===== src/sv/tse_pkg.sv =====
// Package for the tab stop expander: character codes, register indexes,
// controller states and the command/status bundles. No dependencies.
package tse_pkg;

  localparam int unsigned ByteBits   = 8;
  localparam int unsigned StopBits   = 16;
  localparam int unsigned RepeatBits = 16;
  localparam int unsigned CfgIdxBits = 3;
  localparam int unsigned ListBits   = 3;

  localparam logic [ByteBits-1:0] CharTab   = 8'h09;
  localparam logic [ByteBits-1:0] CharBs    = 8'h08;
  localparam logic [ByteBits-1:0] CharNl    = 8'h0a;
  localparam logic [ByteBits-1:0] CharSpace = 8'h20;

  localparam logic [StopBits-1:0] DefaultInterval = 16'd8;

  localparam logic [CfgIdxBits-1:0] RegListCount = 3'd0;
  localparam logic [CfgIdxBits-1:0] RegStop0     = 3'd1;

  typedef enum logic [2:0] {
    ST_IDLE,
    ST_CLASSIFY,
    ST_DIVIDE,
    ST_REMAIN,
    ST_SEARCH,
    ST_FINISH
  } state_e;

  typedef struct packed {
    logic capture;
    logic classify;
    logic div_step;
    logic div_fix;
    logic search_step;
    logic finish;
  } cmd_t;

  typedef struct packed {
    logic is_tab;
    logic use_interval;
    logic div_last;
    logic search_done;
    logic out_free;
  } status_t;

endpackage


===== src/sv/tab_stop_expander.sv =====
// Top level of the tab stop expander: register file, controller and
// datapath. Depends on tse_pkg, tse_regs, tse_ctrl and tse_dp.
//
//   channel | direction | handshake            | payload
//   cfg     | in        | cfg_valid_i/ready_o  | cfg_index_i, cfg_data_i
//   in      | in        | in_valid_i/ready_o   | in_byte_i, new_file_i
//   out     | out       | out_valid_o/ready_i  | out_byte_o, repeat_res_o
//
// A non-tab byte goes from acceptance through the classify and finish states to
// its registered result. A tab on interval stops also passes the divide and
// remain states, where the bit-serial remainder of the column is worked out. A
// tab on listed stops passes the search state, one step per list entry examined
// and one more when the list runs out. One byte is worked on at a time.
// Reset clears the column, the stop index and the controller, and sets the registers to their defaults.
// The input is taken again while a result still waits; a new result waits
// in its last step until the output register is free.
module tab_stop_expander #(
  parameter int unsigned COLUMN_BITS = 16,
  parameter int unsigned NUM_STOPS   = 7
) (
  input  logic                               clk_i,
  input  logic                               rst_ni,
  input  logic                               cfg_valid_i,
  output logic                               cfg_ready_o,
  input  logic [tse_pkg::CfgIdxBits-1:0]     cfg_index_i,
  input  logic [tse_pkg::StopBits-1:0]       cfg_data_i,
  input  logic                               in_valid_i,
  output logic                               in_ready_o,
  input  logic [tse_pkg::ByteBits-1:0]       in_byte_i,
  input  logic                               new_file_i,
  output logic                               out_valid_o,
  input  logic                               out_ready_i,
  output logic [tse_pkg::ByteBits-1:0]       out_byte_o,
  output logic [tse_pkg::RepeatBits-1:0]     repeat_res_o
);

  logic [tse_pkg::ListBits-1:0] list_count;
  logic [tse_pkg::StopBits-1:0] stops [NUM_STOPS];
  tse_pkg::cmd_t                cmd;
  tse_pkg::status_t             status;

  tse_regs #(
    .NUM_STOPS (NUM_STOPS)
  ) u_regs (
    .clk_i        (clk_i),
    .rst_ni       (rst_ni),
    .cfg_valid_i  (cfg_valid_i),
    .cfg_ready_o  (cfg_ready_o),
    .cfg_index_i  (cfg_index_i),
    .cfg_data_i   (cfg_data_i),
    .list_count_o (list_count),
    .stops_o      (stops)
  );

  tse_ctrl u_ctrl (
    .clk_i      (clk_i),
    .rst_ni     (rst_ni),
    .in_valid_i (in_valid_i),
    .in_ready_o (in_ready_o),
    .status_i   (status),
    .cmd_o      (cmd)
  );

  tse_dp #(
    .COLUMN_BITS (COLUMN_BITS),
    .NUM_STOPS   (NUM_STOPS)
  ) u_dp (
    .clk_i        (clk_i),
    .rst_ni       (rst_ni),
    .cmd_i        (cmd),
    .status_o     (status),
    .in_byte_i    (in_byte_i),
    .new_file_i   (new_file_i),
    .list_count_i (list_count),
    .stops_i      (stops),
    .out_valid_o  (out_valid_o),
    .out_ready_i  (out_ready_i),
    .out_byte_o   (out_byte_o),
    .repeat_res_o (repeat_res_o)
  );

  // Only one byte is in flight: an accepted beat closes the input next cycle.
  assert property (@(posedge clk_i) disable iff (!rst_ni)
    in_valid_i && in_ready_o |=> !in_ready_o)
    else $error("input taken while a byte is still in flight");

  assert property (@(posedge clk_i) disable iff (!rst_ni)
    out_valid_o |-> repeat_res_o != '0)
    else $error("result with a zero repeat count");

  // Only an expanded tab may carry a run longer than one.
  assert property (@(posedge clk_i) disable iff (!rst_ni)
    out_valid_o && out_byte_o != tse_pkg::CharSpace |-> repeat_res_o == 16'd1)
    else $error("echoed byte with a repeat count other than one");

  assert property (@(posedge clk_i) disable iff (!rst_ni)
    cmd.finish |-> !in_ready_o)
    else $error("result loaded while the input is open");

endmodule


===== src/sv/tse_regs.sv =====
// Configuration register file of the tab stop expander: stop count and
// the stop table. Depends on tse_pkg.
module tse_regs #(
  parameter int unsigned NUM_STOPS = 7
) (
  input  logic                               clk_i,
  input  logic                               rst_ni,
  input  logic                               cfg_valid_i,
  output logic                               cfg_ready_o,
  input  logic [tse_pkg::CfgIdxBits-1:0]     cfg_index_i,
  input  logic [tse_pkg::StopBits-1:0]       cfg_data_i,
  output logic [tse_pkg::ListBits-1:0]       list_count_o,
  output logic [tse_pkg::StopBits-1:0]       stops_o [NUM_STOPS]
);

  logic [tse_pkg::ListBits-1:0] list_count_q;
  logic [tse_pkg::StopBits-1:0] stops_q [NUM_STOPS];

  // Writes are always taken; an index past the stop table is dropped.
  assign cfg_ready_o = 1'b1;

  always_ff @(posedge clk_i or negedge rst_ni) begin
    if (!rst_ni) begin
      list_count_q <= '0;
      for (int i = 0; i < NUM_STOPS; i++) begin
        stops_q[i] <= (i == 0) ? tse_pkg::DefaultInterval : '0;
      end
    end else if (cfg_valid_i) begin
      if (cfg_index_i == tse_pkg::RegListCount) begin
        list_count_q <= cfg_data_i[tse_pkg::ListBits-1:0];
      end
      for (int i = 0; i < NUM_STOPS; i++) begin
        if (cfg_index_i == tse_pkg::CfgIdxBits'(i) + tse_pkg::RegStop0) begin
          stops_q[i] <= cfg_data_i;
        end
      end
    end
  end

  assign list_count_o = list_count_q;
  assign stops_o      = stops_q;

endmodule


===== src/sv/tse_ctrl.sv =====
// Controller of the tab stop expander: sequences classify, divide,
// stop search and result hand-off. Depends on tse_pkg.
module tse_ctrl (
  input  logic             clk_i,
  input  logic             rst_ni,
  input  logic             in_valid_i,
  output logic             in_ready_o,
  input  tse_pkg::status_t status_i,
  output tse_pkg::cmd_t    cmd_o
);

  tse_pkg::state_e state_q, state_d;

  always_ff @(posedge clk_i or negedge rst_ni) begin
    if (!rst_ni) begin
      state_q <= tse_pkg::ST_IDLE;
    end else begin
      state_q <= state_d;
    end
  end

  always_comb begin
    state_d = state_q;
    case (state_q)
      tse_pkg::ST_IDLE: begin
        if (in_valid_i) state_d = tse_pkg::ST_CLASSIFY;
      end
      tse_pkg::ST_CLASSIFY: begin
        if (!status_i.is_tab) begin
          state_d = tse_pkg::ST_FINISH;
        end else if (status_i.use_interval) begin
          state_d = tse_pkg::ST_DIVIDE;
        end else begin
          state_d = tse_pkg::ST_SEARCH;
        end
      end
      tse_pkg::ST_DIVIDE: begin
        if (status_i.div_last) state_d = tse_pkg::ST_REMAIN;
      end
      tse_pkg::ST_REMAIN: begin
        state_d = tse_pkg::ST_FINISH;
      end
      tse_pkg::ST_SEARCH: begin
        if (status_i.search_done) state_d = tse_pkg::ST_FINISH;
      end
      tse_pkg::ST_FINISH: begin
        if (status_i.out_free) state_d = tse_pkg::ST_IDLE;
      end
      default: begin
        state_d = tse_pkg::ST_IDLE;
      end
    endcase
  end

  always_comb begin
    cmd_o      = '0;
    in_ready_o = 1'b0;
    case (state_q)
      tse_pkg::ST_IDLE: begin
        in_ready_o    = 1'b1;
        cmd_o.capture = in_valid_i;
      end
      tse_pkg::ST_CLASSIFY: cmd_o.classify    = 1'b1;
      tse_pkg::ST_DIVIDE:   cmd_o.div_step    = 1'b1;
      tse_pkg::ST_REMAIN:   cmd_o.div_fix     = 1'b1;
      tse_pkg::ST_SEARCH:   cmd_o.search_step = 1'b1;
      tse_pkg::ST_FINISH:   cmd_o.finish      = status_i.out_free;
      default: begin
        cmd_o = '0;
      end
    endcase
  end

endmodule


===== src/sv/tse_dp.sv =====
// Datapath of the tab stop expander: column and stop index, a bit-serial
// remainder unit, the stop search and the result register. Depends on tse_pkg.
module tse_dp #(
  parameter int unsigned COLUMN_BITS = 16,
  parameter int unsigned NUM_STOPS   = 7
) (
  input  logic                               clk_i,
  input  logic                               rst_ni,
  input  tse_pkg::cmd_t                      cmd_i,
  output tse_pkg::status_t                   status_o,
  input  logic [tse_pkg::ByteBits-1:0]       in_byte_i,
  input  logic                               new_file_i,
  input  logic [tse_pkg::ListBits-1:0]       list_count_i,
  input  logic [tse_pkg::StopBits-1:0]       stops_i [NUM_STOPS],
  output logic                               out_valid_o,
  input  logic                               out_ready_i,
  output logic [tse_pkg::ByteBits-1:0]       out_byte_o,
  output logic [tse_pkg::RepeatBits-1:0]     repeat_res_o
);

  localparam int unsigned CntBits = $clog2(COLUMN_BITS);
  localparam int unsigned CmpBits = (COLUMN_BITS > tse_pkg::StopBits) ?
                                    COLUMN_BITS : tse_pkg::StopBits;
  localparam int unsigned SumBits = CmpBits + 1;
  localparam int unsigned RemBits = tse_pkg::StopBits;

  logic [COLUMN_BITS-1:0]            column_q, column_d;
  logic [tse_pkg::ListBits-1:0]      stop_idx_q, stop_idx_d;
  logic [tse_pkg::ByteBits-1:0]      byte_q;
  logic [RemBits-1:0]                rem_q;
  logic [CntBits-1:0]                cnt_q;
  logic [tse_pkg::RepeatBits-1:0]    width_q;
  logic                              out_valid_q;
  logic [tse_pkg::ByteBits-1:0]      out_byte_q;
  logic [tse_pkg::RepeatBits-1:0]    repeat_q;

  logic [tse_pkg::ListBits-1:0]      count;
  logic [tse_pkg::StopBits-1:0]      interval;
  logic [CntBits-1:0]                bit_pos;
  logic [RemBits:0]                  rem_trial, interval_ext, rem_next;
  logic [tse_pkg::StopBits-1:0]      sel_stop;
  logic [CmpBits-1:0]                col_ext, stop_ext, stop_diff;
  logic                              search_end, search_hit;
  logic [SumBits-1:0]                col_sum;
  logic                              col_sat;
  logic                              is_tab;

  // A stop count above the table size uses the whole table.
  assign count = (list_count_i > tse_pkg::ListBits'(NUM_STOPS)) ?
                 tse_pkg::ListBits'(NUM_STOPS) : list_count_i;

  always_comb begin
    if (count == '0) begin
      interval = tse_pkg::DefaultInterval;
    end else if (stops_i[0] == '0) begin
      interval = tse_pkg::StopBits'(1);
    end else begin
      interval = stops_i[0];
    end
  end

  assign is_tab = (byte_q == tse_pkg::CharTab);

  // Restoring remainder, one column bit per cycle from the top down.
  assign bit_pos      = CntBits'(COLUMN_BITS - 1) - cnt_q;
  assign rem_trial    = {rem_q, column_q[bit_pos]};
  assign interval_ext = {1'b0, interval};
  assign rem_next     = (rem_trial >= interval_ext) ? rem_trial - interval_ext : rem_trial;

  always_comb begin
    sel_stop = '0;
    for (int i = 0; i < NUM_STOPS; i++) begin
      if (stop_idx_q == tse_pkg::ListBits'(i)) sel_stop = stops_i[i];
    end
  end

  assign col_ext    = CmpBits'(column_q);
  assign stop_ext   = CmpBits'(sel_stop);
  assign stop_diff  = stop_ext - col_ext;
  assign search_end = (stop_idx_q >= count);
  assign search_hit = !search_end && (stop_ext > col_ext);

  assign col_sum = SumBits'(column_q) + SumBits'(width_q);
  assign col_sat = |col_sum[SumBits-1:COLUMN_BITS];

  always_comb begin
    column_d   = column_q;
    stop_idx_d = stop_idx_q;
    if (cmd_i.capture && new_file_i) begin
      column_d   = '0;
      stop_idx_d = '0;
    end else if (cmd_i.search_step && !search_end && !search_hit) begin
      stop_idx_d = stop_idx_q + tse_pkg::ListBits'(1);
    end else if (cmd_i.finish) begin
      if (!is_tab && byte_q == tse_pkg::CharNl) begin
        column_d   = '0;
        stop_idx_d = '0;
      end else if (!is_tab && byte_q == tse_pkg::CharBs) begin
        if (column_q != '0) column_d = column_q - COLUMN_BITS'(1);
      end else begin
        column_d = col_sat ? '1 : col_sum[COLUMN_BITS-1:0];
      end
    end
  end

  always_ff @(posedge clk_i or negedge rst_ni) begin
    if (!rst_ni) begin
      column_q    <= '0;
      stop_idx_q  <= '0;
      cnt_q       <= '0;
      out_valid_q <= 1'b0;
    end else begin
      column_q   <= column_d;
      stop_idx_q <= stop_idx_d;
      if (cmd_i.classify) begin
        cnt_q <= '0;
      end else if (cmd_i.div_step) begin
        cnt_q <= cnt_q + CntBits'(1);
      end
      if (cmd_i.finish) begin
        out_valid_q <= 1'b1;
      end else if (out_ready_i) begin
        out_valid_q <= 1'b0;
      end
    end
  end

  always_ff @(posedge clk_i) begin
    if (cmd_i.capture) byte_q <= in_byte_i;
    if (cmd_i.classify) begin
      rem_q   <= '0;
      width_q <= tse_pkg::RepeatBits'(1);
    end else if (cmd_i.div_step) begin
      rem_q <= rem_next[RemBits-1:0];
    end else if (cmd_i.div_fix) begin
      width_q <= interval - rem_q;
    end else if (cmd_i.search_step) begin
      if (search_hit) width_q <= stop_diff[tse_pkg::RepeatBits-1:0];
    end
    if (cmd_i.finish) begin
      out_byte_q <= is_tab ? tse_pkg::CharSpace : byte_q;
      repeat_q   <= width_q;
    end
  end

  assign status_o.is_tab       = is_tab;
  assign status_o.use_interval = (count < tse_pkg::ListBits'(2));
  assign status_o.div_last     = (cnt_q == CntBits'(COLUMN_BITS - 1));
  assign status_o.search_done  = search_end || search_hit;
  assign status_o.out_free     = !out_valid_q || out_ready_i;

  assign out_valid_o  = out_valid_q;
  assign out_byte_o   = out_byte_q;
  assign repeat_res_o = repeat_q;

endmodule


===== config.mk =====
export PLATFORM = sky130hd
export DESIGN_NAME = tab_stop_expander
export DESIGN_NICKNAME = d
export VERILOG_FILES = /design/src/sv/tse_pkg.sv /design/src/sv/tab_stop_expander.sv /design/src/sv/tse_regs.sv /design/src/sv/tse_ctrl.sv /design/src/sv/tse_dp.sv
export SDC_FILE = /design/constraint.sdc
export NUM_CORES = 1
export LEC_CHECK = 0
export BUFFER_PORTS_ARGS = -buffer_cell sky130_fd_sc_hd__buf_2
export CAP_MARGIN = 20
export CORE_MARGIN = 3
export CORE_UTILIZATION = 50
export DETAILED_ROUTE_END_ITERATION = 8
export HOLD_SLACK_MARGIN = 0.03
export PLACE_DENSITY = 0.67
export RECOVER_POWER = 50
export SYNTH_ARGS = -nofsm -noshare
export SYNTH_HDL_FRONTEND = slang
export SYNTH_SLANG_ARGS = --single-unit
export TNS_END_PERCENT = 30

===== constraint.sdc =====
create_clock -name clk_i -period 13 [get_ports clk_i]
set_clock_uncertainty 0.15 [all_clocks]
set_input_delay 1.3 -clock clk_i [delete_from_list [all_inputs] [get_ports clk_i]]
set_output_delay 1.3 -clock clk_i [all_outputs]
set_load 0.02 [all_outputs]

# Word-level counts from Yosys, hierarchy flattened
# Cells that the tools add are included.
classes:
  addsub: 8
  multipliers: 0
  div_mod_pow: 0
  magnitude_cmp: 6
  n_eq_ne: 28
  shift: 0
  n_mux: 45
  bitwise: 1
  n_reduce_logical: 37
ops:
  columns: ["operator", "count"]
  rows:
  - ["$mux W16", 20]
  - ["$sub A16 B16 Y16", 3]
  - ["$mux W3", 11]
  - ["$eq A3 B3 Y1 const B", 9]
  - ["$eq A8 B4 Y1 const B", 3]
  - ["$eq A3 B2 Y1 const B", 6]
  - ["$pmux W3 S6", 1]
  - ["$reduce_and A2 Y1", 9]
  - ["$add A16 B16 Y17", 1]
  - ["$ge A17 B16 Y1", 1]
  - ["$gt A16 B16 Y1", 1]
  - ["$logic_not A16 Y1", 1]
  - ["$reduce_bool A16 Y1", 1]
  - ["$sub A16 B1 Y16 const B", 1]
  - ["$logic_not A3 Y1", 4]
  - ["$mux W1", 10]
  - ["$reduce_bool A2 Y1", 5]
  - ["$eq A3 B1 Y1 const B", 3]
  - ["$mux W4", 2]
  - ["$logic_and A1 B1 Y1", 6]
  - ["$ne A2 B2 Y1 const B", 3]
  - ["$reduce_and A3 Y1", 2]
  - ["$reduce_bool A3 Y1", 2]
  - ["$lt A4 B5 Y1 const B", 1]
  - ["other kinds (14)", 19]
word_totals:
  register_bits: 206
  latch_bits: 0
  mem_bits_rw: 0
  mem_bits_ro: 0
  out_inout_bits: 27
  memories: 0

# Longest topological paths before layout
logic_depth:
  ltp_word: 14
  depth_mapped: 21
  mapped_depth_nobuf: 18

# Hierarchy
# A second synthesis with hierarchy kept.
hier_totals:
  hier_cells: 1361
  area_unflattened_um2: 13432.9
modules_own_cells:
  columns: ["mod", "instances", "cells_per_inst", "area_per_inst_um2", "seq_area_each_um2"]
  rows:
  - ["tse_dp", 1, 1080, 8615.8, 2202.1]
  - ["tse_regs", 1, 254, 4573.1, 2879.0]
  - ["tse_ctrl", 1, 27, 244.0, 75.1]

# Worst setup path after synthesis
# No wires, ideal clock.
synth_timing:
  path_type: "reg2reg"
  start: "register u_dp.stop_idx_q[0] (netlist bit)"
  end: "register u_dp.width_q[3] (netlist bit)"
  setup_time_ns: 0.135
  t_arrival_ns: 4.244
  path_slack_ns: 8.471
  stages_incl_launch_ff: 21
  n_path_buf: 2
  synth_period_minus_slack_ns: 4.529
  cell_sequence: "dfrtp_1 > inv_1 > ha_1 > nor3b_1 > clkbuf_1 > a22oi_1 > a211oi_1 > a21oi_1 > a211oi_1 > a21oi_1 > ha_1 > inv_1 > fa_1 > a211oi_1 > nor2_1 > a31oi_1 > o41a_1 > a211oi_4 > buf_6 > mux2i_1 > o32ai_1"
synth_between:
  elab_chain_len: 12
synth_rtl:
  columns: ["element", "line_no", "rtl"]
  rows:
  - ["from (decl)", "tse_dp.sv:28", "logic [tse_pkg::ListBits-1:0] stop_idx_q, stop_idx_d;"]
  - ["from (signal assigned)", "tse_dp.sv:114", "stop_idx_q <= stop_idx_d;"]
  - ["$logic_not A3 Y1", "tse_dp.sv:73", "if (stop_idx_q == tse_pkg::ListBits'(i)) sel_stop = stops_i[i];"]
  - ["$mux W16 (7 in series)", "tse_dp.sv:73", null]
  - ["$sub A16 B16 Y16 / $gt A16 B16 Y1 (equally long branches)", "tse_dp.sv:79, tse_dp.sv:81", null]
  - ["$mux W16 / $logic_and A1 B1 Y1 (equally long branches)", "tse_dp.sv:138, tse_dp.sv:81", null]
  - ["$mux W16 / $reduce_bool A2 Y1 (equally long branches)", null, null]
  - ["$mux W16 / $reduce_and A3 Y1 (equally long branches)", null, null]
  - ["to (signal assigned)", "tse_dp.sv:132", "width_q <= tse_pkg::RepeatBits'(1);"]
  - ["to (signal assigned)", "tse_dp.sv:136", "width_q <= interval - rem_q;"]
  - ["to (signal assigned)", "tse_dp.sv:138", "if (search_hit) width_q <= stop_diff[tse_pkg::RepeatBits-1:0];"]
  - ["to (decl)", "tse_dp.sv:32", "logic [tse_pkg::RepeatBits-1:0] width_q;"]
# Parallel ways exist; a longest one is shown, timed or not. The select of a mux whose other input is x is not followed.
# A chain may end at the register's enable or synchronous reset.

# Worst setup path in the final report
layout_timing:
  start: "register u_dp.stop_idx_q[0] (netlist bit)"
  end: "register u_dp.width_q[11] (netlist bit)"
# The elaborated chain is that of the path after synthesis.

==> impl_metrics.py <==
metrics = {
    "placement": {
        "io_buffer_count": 58,
        "hpwlAfterDp_um": 25700,
        "dpl.cell_count": 1628,
        "dp_slack_ns": 7.07,
        "place.gp.congestion": 0.976,
    },
    "cts": {
        "clk_path_buf_depth": 3,
        "cts.root.buffer_cell": "clkbuf_16",
        "cts_max_level": 1,
        "numCtsBuffers": 23,
        "clk_latency_ns": 0.52,
        "hold_buffers": 0,
        "cts_tree": "built",
        "clk_pin_slew_ns": 0.06,
        "ctsResizeCount": 0,
        "postCtsSetupRepairBufs": 0,
        "numClockSinks": 206,
    },
    "timing": {
        "maxSlewHeadroom_pct": -146,
        "timing.setup.tns_ns": 0,
        "rsz0062_at_grt": "false",
        "finalHoldViolCount": 0,
        "max_freq_ghz": 0.177,
        "fin_crit_ns": 5.66,
        "worstMarginPinSlew_ns": 3.69,
        "slew_violations": 66,
        "timing.final.ws_setup_ns": 7.34,
        "finalCritPeriodShare_pct": 43.6,
        "setup_viol": 0,
    },
    "critical_path": {
        "endpoint_kind": "flop",
        "r2r-start": "u_dp.stop_idx_q[0]",
        "worstSetupPathType": "reg2reg",
        "required_ns": 13.30,
        "path_buf_inv": 2,
        "max_stage_delay_ns": 0.90,
        "cp_cell_sequence": "inv_1 -> ha_1 -> nand2b_1 -> buf_6 -> a211oi_1 -> a21oi_1 -> nand2_1 -> o21ai_0 -> o22ai_1 -> ha_1 -> o21ai_0 -> nor2_1 -> a31oi_1 -> o41a_1 -> a211oi_4 -> mux2_2 -> a31oi_1",
        "critPathArrivalTime_ns": 5.96,
        "r2r-end": "u_dp.width_q[11]",
        "reg2reg_slack_ns": 7.34,
        "cp_max_fo": 24,
        "path_delay_family": "compound AO/OA/AOI/OAI gates",
        "slowest_stage": "a211oi_4",
        "rr_worst_depth": 17,
        "start_kind": "flop",
    },
    "global_routing": {
        "grtUsageMet3_pct": 3.42,
        "grt-busiest-layer": "met2",
        "grt_util_met1_pct": 34.5,
        "grt_max_degree": 79,
        "grt_usage_pct": 25.4,
        "grt_pass1_wl_um": 54300,
        "use_met2_pct": 42.1,
        "grt_pass1_vias": 9948,
        "grt_antenna_before_repair": 0,
        "overflow": 0,
    },
    "min_path": {
        "min_to": "u_dp.out_byte_o[2]",
        "min_path_cells": 0,
        "hp-class": "reg2reg",
        "worstHoldStart": "u_dp.byte_q[2]",
    },
    "status": {
        "violations": "max-capacitance violations, max-slew violations",
        "status": "finished, violations left",
    },
    "synth": {
        "synth_edf_count": 32,
        "ys_seq_area_share_pct": 40.7,
        "async_flop_share_pct": 68.9,
        "netlist_instances": 1295,
        "synth_warnings": 0,
        "yosys.cell_types.count": 72,
        "avgSynthCellArea_um2": 9.77,
        "synthesis.nets": 1405,
        "synth_area_um2": 12700,
        "synthFlopType": "dfrtp_1",
        "synth_seq_cells": 206,
    },
    "power_and_ir_drop": {
        "power.density_nw_per_um2": 255,
        "ir_worst_vdd_uv": 141,
        "power.total_mw": 3.56,
        "leakagePower_nw": 5.83,
    },
    "flow_run": {
        "drv_cap": 1,
    },
    "floorplan": {
        "core_um2": 24600,
        "die_area_um2": 27300,
        "start_util_pct": 51.4,
        "fp.dieH_um": 165,
        "die_x_um": 165,
        "rows": 57,
        "ios": 60,
    },
    "routing": {
        "wl_per_cell_um": 20.7,
        "routed_via_density": 6.15,
        "routed_wl_um": 34700,
        "drt_iter0_drc": 804,
        "antenna_left": 0,
        "route.detailed.drc": 0,
        "num_vias": 10300,
        "firstDrtPassIters": 5,
    },
    "cells_and_area": {
        "area_delta_synth_final_pct": 10.0,
        "diodes": 0,
        "final_layout_size_suffix_gt1_share_pct": 16.2,
        "fin_util_pct": 56.6,
        "final_cell_count_no_fill": 1672,
        "nNetsFinal": 1441,
    },
}
==> layout by cell type (no fill, tap or decap), drive strengths merged, types with 5 or more instances in the layout <==
cell	n
nand2	120
mux2	115
inv	72
o311ai	12
mux2i	18
ha	73
nand3	28
nand4b	5
o31ai	6
and2	8
o22ai	24
a211oi	29
dfxtp	32
nor4	8
nor2b	11
mux4	5
nor3	25
a32o	7
o21ai	71
buf	54
or2	5
clkbuf	53
nand2b	22
a21o	19
nand4	10
a22oi	32
o31a	6
xor2	19
a31oi	13
a21oi	79
o21a	16
nor2	58
or3	6
a22o	5
and3	9
xnor2	32
o211ai	14
edfxtp	32
dfrtp	141
==> layer usage <==
metal	wire, um	share of wire (%)
met3	1970	5.7
met5	0	0
met2	16200	47
met1	15200	44
met4	1270	3.7
==> cell usage after synthesis (all sizes together) (16+ instances only) <==
| master | instances | area [um^2] |
|---|---|---|
| inv | 71 | 267 |
| o21ai | 71 | 355 |
| xor2 | 19 | 166 |
| a21oi | 79 | 395 |
| xnor2 | 32 | 280 |
| a21o | 19 | 143 |
| nand2 | 120 | 450 |
| mux2i | 18 | 180 |
| nor3 | 25 | 125 |
| nor2 | 58 | 218 |
| dfxtp | 32 | 641 |
| clkbuf | 56 | 210 |
| o22ai | 24 | 150 |
| ha | 73 | 913 |
| nand3 | 28 | 140 |
| mux2 | 115 | 1290 |
| a211oi | 29 | 230 |
| a22oi | 32 | 240 |
| nand2b | 22 | 138 |
| dfrtp | 141 | 3530 |
| edfxtp | 32 | 961 |
| o21a | 16 | 120 |
==> cells by family (layout without fill, tap and decap cells) <==
group                    after synthesis  after routing  share of synthesized area [%]
AND/OR/NAND/NOR                      325            325                           12.3
other                                  1              1                         0.0296
buffers and inverters                135            188                           4.10
AO/OA/AOI/OAI                        362            362                           18.9
XOR/XNOR                              51             51                           3.53
adder cells (fa/ha/maj)               77             77                           7.85
multiplexers                         138            138                           12.5
flip-flops                           206            206                           40.7
==> stage by stage <==
step,instance area [um^2],hold WS [ns]
global placement,13200,0.286
global route,13900,0.332
CTS,14000,0.311
finish,13900,0.308
detailed placement,13200,0.297
floorplan,12700,0.277
==> final cells by class <==
class / count / area, um^2
clock buffer: 33 / 623
sequential: 206 / 5160
multi-input combinational: 954 / 6990
fill: 2234 / 10700
timing repair buffer: 74 / 383
clock inverter: 9 / 98.8
tap: 324 / 405
inverter: 72 / 270
==> state kept, by name, summed over array words and instances (netlist names) <==
register	flops
u_dp.out_valid_o	1
u_dp.stop_idx_q	3
u_regs.list_count_o	3
u_regs.stops_o	112
u_dp.out_byte_o	8
u_dp.col_ext	16
u_dp.byte_q	8
u_dp.width_q	16
u_dp.repeat_res_o	16
u_dp.cnt_q	4
u_ctrl.state_q	3
u_dp.rem_q	16
==> where the power goes <==
part,switching [mW],internal [mW]
clock,0.268,0.358
combinational,1.17,0.775
sequential,0.158,0.829
total,1.59,1.96
==> worst reg2reg max path, cell delays in order (launching register included) <==
cell and delay [ns]:
dfrtp_1 0.42, inv_1 0.12, ha_1 0.69, nand2b_1 0.37, buf_6 0.28, a211oi_1 0.27
a21oi_1 0.09, nand2_1 0.08, o21ai_0 0.10, o22ai_1 0.32, ha_1 0.35, o21ai_0 0.14
nor2_1 0.23, a31oi_1 0.13, o41a_1 0.40, a211oi_4 0.90, mux2_2 0.42, a31oi_1 0.12
==> worst max path at each step <==
| stage | end | slack (ns) | startpoint | depth (start not counted) |
|---|---|---|---|---|
| after floorplan | u_dp.width_q[3] | 8.47 | u_dp.stop_idx_q[0] | 20 |
| after global placement | u_dp.width_q[11] | 7.23 | u_dp.stop_idx_q[0] | 17 |
| after detailed placement | u_dp.width_q[11] | 7.07 | u_dp.stop_idx_q[0] | 17 |
| after CTS | u_dp.width_q[11] | 7.01 | u_dp.stop_idx_q[0] | 17 |
| after global routing | u_dp.width_q[14] | 6.94 | u_dp.stop_idx_q[0] | 17 |
| final | u_dp.width_q[11] | 7.34 | u_dp.stop_idx_q[0] | 17 |
Power figures use the tool's default switching activity.
